### config.mk
export PLATFORM = sky130hd
export DESIGN_NAME = moving_average_filter_core
export DESIGN_NICKNAME = d
export VERILOG_FILES = /design/src/rtl/maf_pkg.sv /design/src/rtl/maf_store.sv /design/src/rtl/maf_div.sv /design/src/rtl/moving_average_filter_core.sv
export SDC_FILE = /design/constraint.sdc
export NUM_CORES = 2
export LEC_CHECK = 0
export BUFFER_PORTS_ARGS = -buffer_cell sky130_fd_sc_hd__buf_2
export CORE_ASPECT_RATIO = 1.5
export CORE_MARGIN = 4
export CORE_UTILIZATION = 46
export CTS_CLUSTER_DIAMETER = 200
export CTS_CLUSTER_SIZE = 16
export DETAILED_ROUTE_END_ITERATION = 12
export GPL_ROUTABILITY_DRIVEN = 0
export SLEW_MARGIN = 5
export SYNTH_ARGS = -nofsm -noshare
export SYNTH_HDL_FRONTEND = slang
export SYNTH_SLANG_ARGS = --single-unit
### constraint.sdc
create_clock -name clk -period 7.2 [get_ports clk]
set_input_delay 0.36 -clock clk [delete_from_list [all_inputs] [get_ports clk]]
set_output_delay 0.36 -clock clk [all_outputs]
set_load 0.02 [all_outputs]
### src/rtl/maf_pkg.sv
package maf_pkg;

    localparam int MAX_WINDOW     = 64;
    localparam int SAMPLE_BITS    = 16;
    localparam int PTR_BITS       = $clog2(MAX_WINDOW);
    localparam int LEN_BITS       = $clog2(MAX_WINDOW + 1);
    localparam int SUM_BITS       = SAMPLE_BITS + PTR_BITS;
    localparam int REM_BITS       = LEN_BITS + 1;
    localparam int DIV_CNT_BITS   = $clog2(SUM_BITS + 1);
    localparam int CFG_INDEX_BITS = 2;
    localparam int CFG_DATA_BITS  = LEN_BITS;

    typedef logic signed [SAMPLE_BITS-1:0] sample_t;
    typedef logic signed [SUM_BITS-1:0]    total_t;
    typedef logic [PTR_BITS-1:0]           ptr_t;
    typedef logic [LEN_BITS-1:0]           len_t;

    localparam logic [CFG_INDEX_BITS-1:0] CFG_WINDOW_LENGTH = 2'd0;
    localparam logic [CFG_INDEX_BITS-1:0] CFG_SUM_MODE      = 2'd1;

    // sample store request
    typedef struct packed {
        logic    clear;
        logic    rd_en;
        ptr_t    rd_addr;
        logic    wr_en;
        ptr_t    wr_addr;
        sample_t wr_data;
    } store_req_t;

    // divider request: magnitude of the total, divisor, sign of the result
    typedef struct packed {
        logic                start;
        logic                neg;
        logic [SUM_BITS-1:0] magnitude;
        len_t                divisor;
    } div_req_t;

    typedef struct packed {
        logic    done;
        sample_t quotient;
    } div_resp_t;

endpackage

### src/rtl/maf_store.sv
module maf_store (
    input  logic                clk,
    input  logic                rst_n,
    input  maf_pkg::store_req_t req,
    output maf_pkg::sample_t    rd_data
);

    maf_pkg::sample_t               mem [maf_pkg::MAX_WINDOW];
    logic [maf_pkg::MAX_WINDOW-1:0] valid_reg;
    maf_pkg::sample_t               rd_data_reg;

    // entries never written since the last clear read as zero
    always_ff @(posedge clk or negedge rst_n)
    begin
        if (!rst_n)
        begin
            valid_reg <= '0;
        end
        else if (req.clear)
        begin
            valid_reg <= '0;
        end
        else if (req.wr_en)
        begin
            valid_reg[req.wr_addr] <= 1'b1;
        end
    end

    always_ff @(posedge clk)
    begin
        if (req.wr_en)
        begin
            mem[req.wr_addr] <= req.wr_data;
        end
        if (req.rd_en)
        begin
            rd_data_reg <= valid_reg[req.rd_addr] ? mem[req.rd_addr] : '0;
        end
    end

    assign rd_data = rd_data_reg;

endmodule

### src/rtl/maf_div.sv
module maf_div (
    input  logic               clk,
    input  logic               rst_n,
    input  maf_pkg::div_req_t  req,
    output maf_pkg::div_resp_t resp
);

    logic                                busy_reg;
    logic                                done_reg;
    logic [maf_pkg::DIV_CNT_BITS-1:0]    count_reg;
    logic [maf_pkg::REM_BITS-1:0]        rem_reg;
    logic [maf_pkg::SUM_BITS-1:0]        quo_reg;
    logic [maf_pkg::LEN_BITS-1:0]        divisor_reg;
    logic                                neg_reg;

    logic [maf_pkg::REM_BITS-1:0]        shifted;
    logic [maf_pkg::REM_BITS:0]          diff;
    logic [maf_pkg::SUM_BITS-1:0]        signed_quo;

    // restoring division, one quotient bit per cycle, MSB first
    assign shifted = {rem_reg[maf_pkg::REM_BITS-2:0], quo_reg[maf_pkg::SUM_BITS-1]};
    assign diff    = {1'b0, shifted} - {2'b00, divisor_reg};

    always_ff @(posedge clk or negedge rst_n)
    begin
        if (!rst_n)
        begin
            busy_reg  <= 1'b0;
            done_reg  <= 1'b0;
            count_reg <= '0;
        end
        else
        begin
            done_reg <= 1'b0;
            if (req.start)
            begin
                busy_reg  <= 1'b1;
                count_reg <= maf_pkg::DIV_CNT_BITS'(maf_pkg::SUM_BITS);
            end
            else if (busy_reg)
            begin
                count_reg <= count_reg - 1'b1;
                if (count_reg == maf_pkg::DIV_CNT_BITS'(1))
                begin
                    busy_reg <= 1'b0;
                    done_reg <= 1'b1;
                end
            end
        end
    end

    always_ff @(posedge clk)
    begin
        if (req.start)
        begin
            rem_reg     <= '0;
            quo_reg     <= req.magnitude;
            divisor_reg <= req.divisor;
            neg_reg     <= req.neg;
        end
        else if (busy_reg)
        begin
            if (!diff[maf_pkg::REM_BITS])
            begin
                rem_reg <= diff[maf_pkg::REM_BITS-1:0];
                quo_reg <= {quo_reg[maf_pkg::SUM_BITS-2:0], 1'b1};
            end
            else
            begin
                rem_reg <= shifted;
                quo_reg <= {quo_reg[maf_pkg::SUM_BITS-2:0], 1'b0};
            end
        end
    end

    // truncation toward zero: divide magnitudes, then restore the sign
    assign signed_quo    = neg_reg ? (~quo_reg + 1'b1) : quo_reg;
    assign resp.done     = done_reg;
    assign resp.quotient = signed_quo[maf_pkg::SAMPLE_BITS-1:0];

endmodule

### src/rtl/moving_average_filter_core.sv
// Sequence per beat: store read on accept, total update and store write (ST_UPD),
//   then in average mode the bit-serial divider (ST_DIV), then the output register.
// One beat in flight: in_stall stays high until the result enters the output register,
//   so a stalled output register holds off the next beat.
// Reset (rst_n, async, active low): store reads as all zero, pointer and total
//   zero, window_length 1, sum_mode 0. No clearing pass: store entries carry valid bits.
module moving_average_filter_core (
    input  logic                                 clk,
    input  logic                                 rst_n,

    // configuration write port
    input  logic                                 cfg_write_en,
    input  logic [maf_pkg::CFG_INDEX_BITS-1:0]   cfg_index,
    input  logic [maf_pkg::CFG_DATA_BITS-1:0]    cfg_data,

    // sample beats in
    input  logic                                 in_valid,
    output logic                                 in_stall,
    input  logic signed [maf_pkg::SAMPLE_BITS-1:0] sample,

    // filtered beats out
    output logic                                 out_valid,
    input  logic                                 out_stall,
    output logic signed [maf_pkg::SAMPLE_BITS-1:0] filtered
);

    typedef enum logic [1:0] {
        ST_IDLE,    // waiting for a sample beat
        ST_UPD,     // old entry back from the store: update total, write sample
        ST_DIV,     // divider running
        ST_OUT      // result ready, waiting for the output register
    } state_t;

    state_t              state_reg;
    logic                out_valid_reg;
    maf_pkg::sample_t    filtered_reg;

    // configuration
    maf_pkg::len_t       win_len_reg;
    logic                sum_mode_reg;

    // filter state outside the store
    maf_pkg::ptr_t       ptr_reg;
    maf_pkg::total_t     total_reg;

    // per-beat working registers
    maf_pkg::sample_t    sample_reg;
    maf_pkg::ptr_t       addr_reg;
    maf_pkg::sample_t    result_reg;

    logic                in_accept;
    logic                out_load;
    logic                len_write;
    maf_pkg::len_t       len_clamped;
    maf_pkg::ptr_t       ptr_eff;
    maf_pkg::ptr_t       ptr_next;
    maf_pkg::total_t     total_next;
    maf_pkg::sample_t    old_sample;
    maf_pkg::store_req_t store_req;
    maf_pkg::div_req_t   div_req;
    maf_pkg::div_resp_t  div_resp;

    assign in_stall  = (state_reg != ST_IDLE);
    assign in_accept = in_valid && !in_stall;
    assign out_valid = out_valid_reg;
    assign filtered  = filtered_reg;

    // output register frees up when empty or when its beat is taken
    assign out_load = (state_reg == ST_OUT) && (!out_valid_reg || !out_stall);

    // window length write: zero means one, anything above the store depth saturates
    assign len_write = cfg_write_en && (cfg_index == maf_pkg::CFG_WINDOW_LENGTH);

    always_comb
    begin
        len_clamped = cfg_data[maf_pkg::LEN_BITS-1:0];
        if (len_clamped == '0)
        begin
            len_clamped = maf_pkg::LEN_BITS'(1);
        end
        else if (len_clamped > maf_pkg::LEN_BITS'(maf_pkg::MAX_WINDOW))
        begin
            len_clamped = maf_pkg::LEN_BITS'(maf_pkg::MAX_WINDOW);
        end
    end

    // pointer stays below the window, the wrap check is only a guard
    assign ptr_eff  = ({1'b0, ptr_reg} >= win_len_reg) ? '0 : ptr_reg;
    assign ptr_next = (({1'b0, addr_reg} + 1'b1) >= win_len_reg) ? '0 : (addr_reg + 1'b1);

    // running total: add the new sample, drop the one it overwrites
    assign total_next = total_reg
                      + {{maf_pkg::PTR_BITS{sample_reg[maf_pkg::SAMPLE_BITS-1]}}, sample_reg}
                      - {{maf_pkg::PTR_BITS{old_sample[maf_pkg::SAMPLE_BITS-1]}}, old_sample};

    // store: read the oldest entry on accept, write the new sample in the next cycle (ST_UPD)
    always_comb
    begin
        store_req.clear   = len_write;
        store_req.rd_en   = in_accept;
        store_req.rd_addr = ptr_eff;
        store_req.wr_en   = (state_reg == ST_UPD);
        store_req.wr_addr = addr_reg;
        store_req.wr_data = sample_reg;
    end

    maf_store u_store (
        .clk     (clk),
        .rst_n   (rst_n),
        .req     (store_req),
        .rd_data (old_sample)
    );

    // average mode: divide |total| by the window length
    always_comb
    begin
        div_req.start     = (state_reg == ST_UPD) && !sum_mode_reg;
        div_req.neg       = total_next[maf_pkg::SUM_BITS-1];
        div_req.magnitude = total_next[maf_pkg::SUM_BITS-1] ? (~total_next + 1'b1)
                                                            : total_next;
        div_req.divisor   = win_len_reg;
    end

    maf_div u_div (
        .clk   (clk),
        .rst_n (rst_n),
        .req   (div_req),
        .resp  (div_resp)
    );

    // sequencer, output valid and output beat
    always_ff @(posedge clk or negedge rst_n)
    begin
        if (!rst_n)
        begin
            state_reg     <= ST_IDLE;
            out_valid_reg <= 1'b0;
            filtered_reg  <= '0;
        end
        else
        begin
            // a new result takes the output register, else a taken beat empties it
            if (out_load)
            begin
                out_valid_reg <= 1'b1;
                filtered_reg  <= result_reg;
            end
            else if (out_valid_reg && !out_stall)
            begin
                out_valid_reg <= 1'b0;
            end
            unique case (state_reg)
                ST_IDLE:
                begin
                    if (in_accept)
                    begin
                        state_reg <= ST_UPD;
                    end
                end
                ST_UPD:
                begin
                    state_reg <= sum_mode_reg ? ST_OUT : ST_DIV;
                end
                ST_DIV:
                begin
                    if (div_resp.done)
                    begin
                        state_reg <= ST_OUT;
                    end
                end
                ST_OUT:
                begin
                    if (out_load)
                    begin
                        state_reg <= ST_IDLE;
                    end
                end
                default:
                begin
                    state_reg <= ST_IDLE;
                end
            endcase
        end
    end

    // configuration registers
    always_ff @(posedge clk or negedge rst_n)
    begin
        if (!rst_n)
        begin
            win_len_reg  <= maf_pkg::LEN_BITS'(1);
            sum_mode_reg <= 1'b0;
        end
        else if (cfg_write_en)
        begin
            unique case (cfg_index)
                maf_pkg::CFG_WINDOW_LENGTH: win_len_reg  <= len_clamped;
                maf_pkg::CFG_SUM_MODE:      sum_mode_reg <= cfg_data[0];
                default:                    ;
            endcase
        end
    end

    // pointer and total; a window length write restarts the window
    always_ff @(posedge clk or negedge rst_n)
    begin
        if (!rst_n)
        begin
            ptr_reg   <= '0;
            total_reg <= '0;
        end
        else if (len_write)
        begin
            ptr_reg   <= '0;
            total_reg <= '0;
        end
        else if (state_reg == ST_UPD)
        begin
            ptr_reg   <= ptr_next;
            total_reg <= total_next;
        end
    end

    // per-beat payload
    always_ff @(posedge clk)
    begin
        if (in_accept)
        begin
            sample_reg <= sample;
            addr_reg   <= ptr_eff;
        end
        if (state_reg == ST_UPD)
        begin
            // sum mode wraps to the sample width
            result_reg <= total_next[maf_pkg::SAMPLE_BITS-1:0];
        end
        else if (div_resp.done)
        begin
            result_reg <= div_resp.quotient;
        end
    end

endmodule

# Yosys cells after proc, flatten, opt, wreduce, memory -nomap -nowiden
# Memory sizes are Yosys's and may differ from the RTL's. A register that Yosys moved wholly into a read port is not among the register bits.
# Index checks and enable logic that the tools add are counted.
[op_classes] n_lt_le_gt_ge=6 n_reduce_logical=23 n_eq_ne=8 n_mux=39 bitwise=3 n_addsub=8
[op_table] operator="$mux 64" n=2
[op_table] operator="$mux 22" n=5
[op_table] operator="$or 64x64->64" n=1
[op_table] operator="$mux 16" n=3
[op_table] operator="$mux 6" n=4
[op_table] operator="$add 22x1->22 const B" n=1
[op_table] operator="$add 22x22->22" n=1
[op_table] operator="$not 22->22" n=1
[op_table] operator="$sub 22x22->22" n=1
[op_table] operator="$mux 7" n=3
[op_table] operator="$add 16x1->16 const B" n=1
[op_table] operator="$not 16->16" n=1
[op_table] operator="$lt 6x7->1 const B" n=2
[op_table] operator="$mux 1" n=14
[op_table] operator="$mux 5" n=2
[op_table] operator="$reduce_bool 2->1" n=5
[op_table] operator="$sub 8x7->9" n=1
[op_table] operator="$pmux 2 s4" n=1
[op_table] operator="$add 6x1->7 const B" n=1
[op_table] operator="$ge 6x7->1" n=1
[op_table] operator="$ge 7x7->1" n=1
[op_table] operator="$gt 7x7->1 const B" n=1
[op_table] operator="$logic_not 7->1" n=1
[op_table] operator="$add 6x1->6 const B" n=1
[op_table] operator="other kinds (16)" n=32
[totals] inputBits=30 elab_cells=106 register_bits=201 memories=1 mem_bits_rw=1024
[mem_list] name="u_store.mem" words=64 width=16 read_ports=1 rd_ports_with_merged_regs=1 wr=1 line_no="maf_store.sv:8" text="maf_pkg::sample_t mem [maf_pkg::MAX_WINDOW];"

# Depth between registers and ports, before layout
[depth] ltp_word=7 ltp_mapped=17 ltp_nobuf=14

# Cells and area by module
# From an unflattened synthesis, not the netlist that was laid out.
[hier_totals] hier_cells=2813 hier_area_um2=50873.8
[by_module_without_submodules] mod="maf_store" area_per_inst_um2=42279.3 seq_area_each_um2=32831.5 instances=1 cells_each=1973
[by_module_without_submodules] mod="moving_average_filter_core" area_per_inst_um2=6142.1 seq_area_each_um2=2518.7 instances=1 cells_each=628
[by_module_without_submodules] mod="maf_div" area_per_inst_um2=2452.4 seq_area_each_um2=1216.2 instances=1 cells_each=212

# Least setup slack after synthesis
# No wires, ideal clock.
[synth_timing] kind="register to register" startpoint="reg sample_reg[15]" endpoint="reg u_div.quo_reg[20] (netlist bit) (data pin)" path_stages_with_launch=13 slack_ns=2.670 required_ns=6.934 t_arrival_ns=4.263 setup_ns=0.266 synth_period_minus_slack_ns=4.530 cell_sequence="edfxtp_1 -> inv_1 -> fa_1 -> inv_1 -> ha_1 -> nand2_1 -> or4_1 -> a21oi_1 -> o21a_1 -> o2111ai_1 -> o41a_1 -> xnor2_1 -> o21ai_1"
[synth_via] elab_chain_cells=6
[synth_rtl] item="start: declaration" line_no="moving_average_filter_core.sv:47" text="maf_pkg::sample_t sample_reg;"
[synth_rtl] item="start signal: assignment" line_no="moving_average_filter_core.sv:229" text="sample_reg <= sample;"
[synth_rtl] item="$add 22x22->22 (*)" line_no="moving_average_filter_core.sv:93" text="+ {{maf_pkg::PTR_BITS{sample_reg[maf_pkg::SAMPLE_BITS-1]}}, sample_reg}"
[synth_rtl] item="$sub 22x22->22 (*)" line_no="moving_average_filter_core.sv:94" text="- {{maf_pkg::PTR_BITS{old_sample[maf_pkg::SAMPLE_BITS-1]}}, old_sample};"
[synth_rtl] item="$not 22->22" line_no="moving_average_filter_core.sv:119" text="div_req.magnitude = total_next[maf_pkg::SUM_BITS-1] ? (~total_next + 1'b1)"
[synth_rtl] item="$add 22x1->22" line_no="moving_average_filter_core.sv:119"
[synth_rtl] item="$mux 22 (*)" line_no="moving_average_filter_core.sv:119"
[synth_rtl] item="$mux 22 (*)" line_no="maf_div.sv:54" text="if (req.start)"
[synth_rtl] item="end signal: assignment" line_no="maf_div.sv:57" text="quo_reg <= req.magnitude;"
[synth_rtl] item="end signal: assignment" line_no="maf_div.sv:66" text="quo_reg <= {quo_reg[maf_pkg::SUM_BITS-2:0], 1'b1};"
[synth_rtl] item="end signal: assignment" line_no="maf_div.sv:71" text="quo_reg <= {quo_reg[maf_pkg::SUM_BITS-2:0], 1'b0};"
[synth_rtl] item="end: declaration" line_no="maf_div.sv:12" text="logic [maf_pkg::SUM_BITS-1:0] quo_reg;"
# Every way passes the cells marked *; elsewhere a longest branch is shown, timed or not.
# A chain may end at the register's enable or synchronous reset.

# Worst setup path in the final report
[layout_timing] startpoint="reg sample_reg[10]" endpoint="reg u_div.quo_reg[9] (netlist bit) (data pin)"
[layout_via] elab_chain_cells=4
[layout_rtl] item="$add 22x22->22" line_no="moving_average_filter_core.sv:93"
[layout_rtl] item="$sub 22x22->22" line_no="moving_average_filter_core.sv:94"
[layout_rtl] item="$mux 22" line_no="moving_average_filter_core.sv:119"
[layout_rtl] item="$mux 22" line_no="maf_div.sv:54"
# No other way between the ends.

==> results.md <==
* Outcome: finished clean
* Clock Skews at 0.0383 ns
* Area contributors post-synth: edfxtp_1 64%, dfrtp_1 6.0%, mux2i_1 3.8%
* Final HPWL DP at 98.1 mm
* Worst min path class: in -> reg
* Crit Path Category: reg -> reg
* CP Cell Sequence: buf_4, inv_1, fa_1, inv_1, ha_1, nor3_1, or4_1, and4_1, a21oi_1, a31oi_1, xnor2_2, o21ai_0, xnor2_1, o21ai_0
* Max VDD drop at 0.292 mV
* Global-route usage over all layers at 0.260
* Top delay family on crit path: XOR/XNOR gates
* Row count at 151
* Post-synthesis register bit count at 1241
* Die Ht at 421 um
* Final net count at 3896
* Largest register FFs at 1024
* CP max FO at 65
* Post-synth design cell area at 52200 sq um
* Min Tclk post-route at 5.02 ns
* Worst reg2reg setup slack at 2.18 ns
* Largest net degree at the start of global routing at 128
* Setup TNS at 0 ns
* Cell taking the most area after synthesis: edfxtp_1
* Die area at 119000 sq um
* Post-place instance area at 54500 sq um
* Worst R2R Path Depth at 14
* ANT nets after route at 0
* Async set-reset flop share out of synthesis at 0.102
* Drt wl/cell at 29.4 um
* Instance count on the critical path at 14
* Final std cell area, no fill at 57300 sq um
* Worst Max-Slew Pin Slew at 1.22 ns
* RSZ-0062 raised after global routing: no
* Clk buf depth at 3
* Crit path capture type: register
* First-pass GRT wire length at 227 mm
* Mux contribution to synthesized area at 0.0582
* Worst r2r src: sample_reg[10]
* Final setup viols at 0
* Crit path from: sample_reg[10]
* Post-synth EDFFs at 1108
* CP max-delay cell: xnor2_2
* CP bufs+invs at 3
* Post-synthesis sequential area ratio at 0.700
* Final wirelength at 156 mm
* Syn avg cell area at 14.0 sq um
* Proportion of layout cells with a drive suffix above 1 at 0.105
* Initial antenna violation count at 2
* Clock root cell: clkbuf_16
* Vias at 32700
* F_max at 199 MHz
* Syn Nets at 3827
* Worst Setup Start Kind: register
* RR Endpoint: u_div.quo_reg[9]
* P_leak at 19.5 nW
* Hold Violations, Final at 0
* Synth warn at 0
* Max cap viols at 0
* Starting Density at 0.463
* Req. time, crit path at 7.63 ns
* Unique masters post-synth at 87
* First-pass detailed-route iteration total at 5
* Yosys top cell area share at 0.637
* DRC at 0
* Die width at 283 um
* CP max stage delay at 0.94 ns
* Worst slew margin at 0.183
* PortBufs at 47
* Fin crit share at 0.698
* Area grow syn2layout at 9.66%
* Cells after synthesis at 3723
* Grt ovf at 0
* Simple-gate share of the synthesized area at 0.0741
* CTS Sinks at 1241
* Compound-cell area share of the yosys netlist at 0.108
* Min-Delay Path Depth at 3
* Number of slew-limit violations in the final report at 0
* Vias per cell at 6.16
* Vias in the first global route at 32000
* Arr. time, crit path at 5.45 ns
* Main synth FF type: edfxtp_1
* Post-synthesis adder-cell area fraction at 0.0209
* CTS tree: done
* Area of the core at 113000 sq um
* Boundary Pins at 48
* Worst setup path end: u_div.quo_reg[9]
* Fill cell count at 9379
* Clk_lat worst skew at 0.70 ns
* Clock transition at path regs at 0.07 ns
* Total CTS buffers at 87
* H-tree level count at 3
* Combinational family with the most area after synthesis: compound AO/OA/AOI/OAI gates
* XOR/XNOR share of the synthesized area at 0.0116
* Initial DRC Count at 3635
* Pwr dens at 422 nW/um^2
==> metal layers <==
layer	wire length [um]	GRT usage	part of all wire
met1	56700	0.318	0.36
met2	76900	0.442	0.49
met3	11500	0.0344	0.073
met4	11200	0.156	0.071
met5	0	0	0
==> through the flow <==
step                      hold slack [ns]  utilization  std cells  setup WS, ns  power, mW
after floorplan                    0.0644            -       3723          2.67       16.0
after global placement              0.433        0.483       5130          2.27       19.4
after detailed placement            0.435        0.483       5130          2.20       19.5
after CTS                          0.0894        0.508       5315          2.16       24.2
after global routing                0.119        0.508       5315          1.74       25.4
final                               0.131        0.508       5316          2.18       24.1
==> worst min path at each step <==
stage	endpoint	slack, ns	startpoint
detailed placement	u_div.divisor_reg[4]	0.43	win_len_reg[4]
global placement	u_div.divisor_reg[4]	0.43	win_len_reg[4]
CTS	sum_mode_reg	0.09	cfg_write_en
global route	sum_mode_reg	0.12	cfg_write_en
finish	sum_mode_reg	0.13	cfg_write_en
floorplan	filtered[0]	0.06	rst_n
==> repair_timing <==
item	CTS	global route
hold buffers	26	0
buffers inserted	0	0
hold endpoints to repair	93	0
resized for setup	0	0
==> cell families after synthesis <==
kind of cell	Yosys count
flops	1241
simple gates	869
compound gates	851
buf+inv	353
mux	272
fa+ha+maj	74
xor+xnor	63
==> layout make-up <==
cell class,instances,area (sq um),area share
flip-flops and latches,1241,36600,0.639
multi-input cells,2129,14400,0.251
clock buffers,154,2450,0.0428
well taps,1453,1820,0.0317
repair buffers,208,1550,0.0271
inverters,125,470,0.00821
clock inverters,5,51.3,0.000896
diodes,1,2.50,0.0000437
==> tightest hold or removal path, delay by kind of cell <==
family	cells	cell delay [ns]
multiplexers	1	0.17
AND/OR/NAND/NOR	1	0.16
buffers and inverters	1	0.11
==> layout by cell type, fill, tap and decap left out, types with 9 or more instances in the layout <==
cell type and count:
a21o_1 13, nand3_1 64, a21oi_1 206, mux4_2 20, o21ai_0 208, xor2_1 25, nand2b_1 40, nor3_1 16
buf_4 132, edfxtp_1 1108, clkbuf_16 88, a311oi_1 31, and3_1 54, dlygate4sd3_1 26, a31oi_1 20, buf_2 46
nor2b_1 9, ha_1 51, clkbuf_1 66, mux2i_1 200, o22ai_1 52, o211ai_1 34, a32oi_1 30, nor2_1 334
o31ai_1 13, a311o_1 15, dfrtp_1 122, o221ai_1 51, a221oi_1 34, a211oi_1 27, o311ai_0 18, mux2_2 52
inv_1 120, o21ai_1 15, nand2_1 280, fa_1 22, xnor2_1 32, a22oi_1 19, a32o_1 16, nand4_1 20
==> power breakdown <==
part	leakage [nW]	switching, mW	internal [mW]
clock network	1.19	2.41	2.31
registers	11.7	0.448	8.66
logic	6.56	6.92	3.40
==> Yosys cell counts, types with 19 or more instances <==
library cell	instances
o211ai_1	34
a31oi_1	20
o22ai_1	53
xnor2_1	32
clkbuf_1	152
mux2i_1	200
xor2_1	25
nand2_1	282
nor2_1	336
ha_1	52
a211oi_1	27
a32oi_1	30
a221oi_1	34
nand3_1	64
o21ai_0	208
a22oi_1	19
mux4_2	20
nor3_1	19
nand2b_1	41
edfxtp_1	1108
nand4_1	20
a21oi_1	206
and3_1	54
o221ai_1	52
inv_1	120
dfrtp_1	125
fa_1	22
buf_2	53
mux2_2	52
a311oi_1	31
Note: power is estimated with default switching activity, not from simulation.
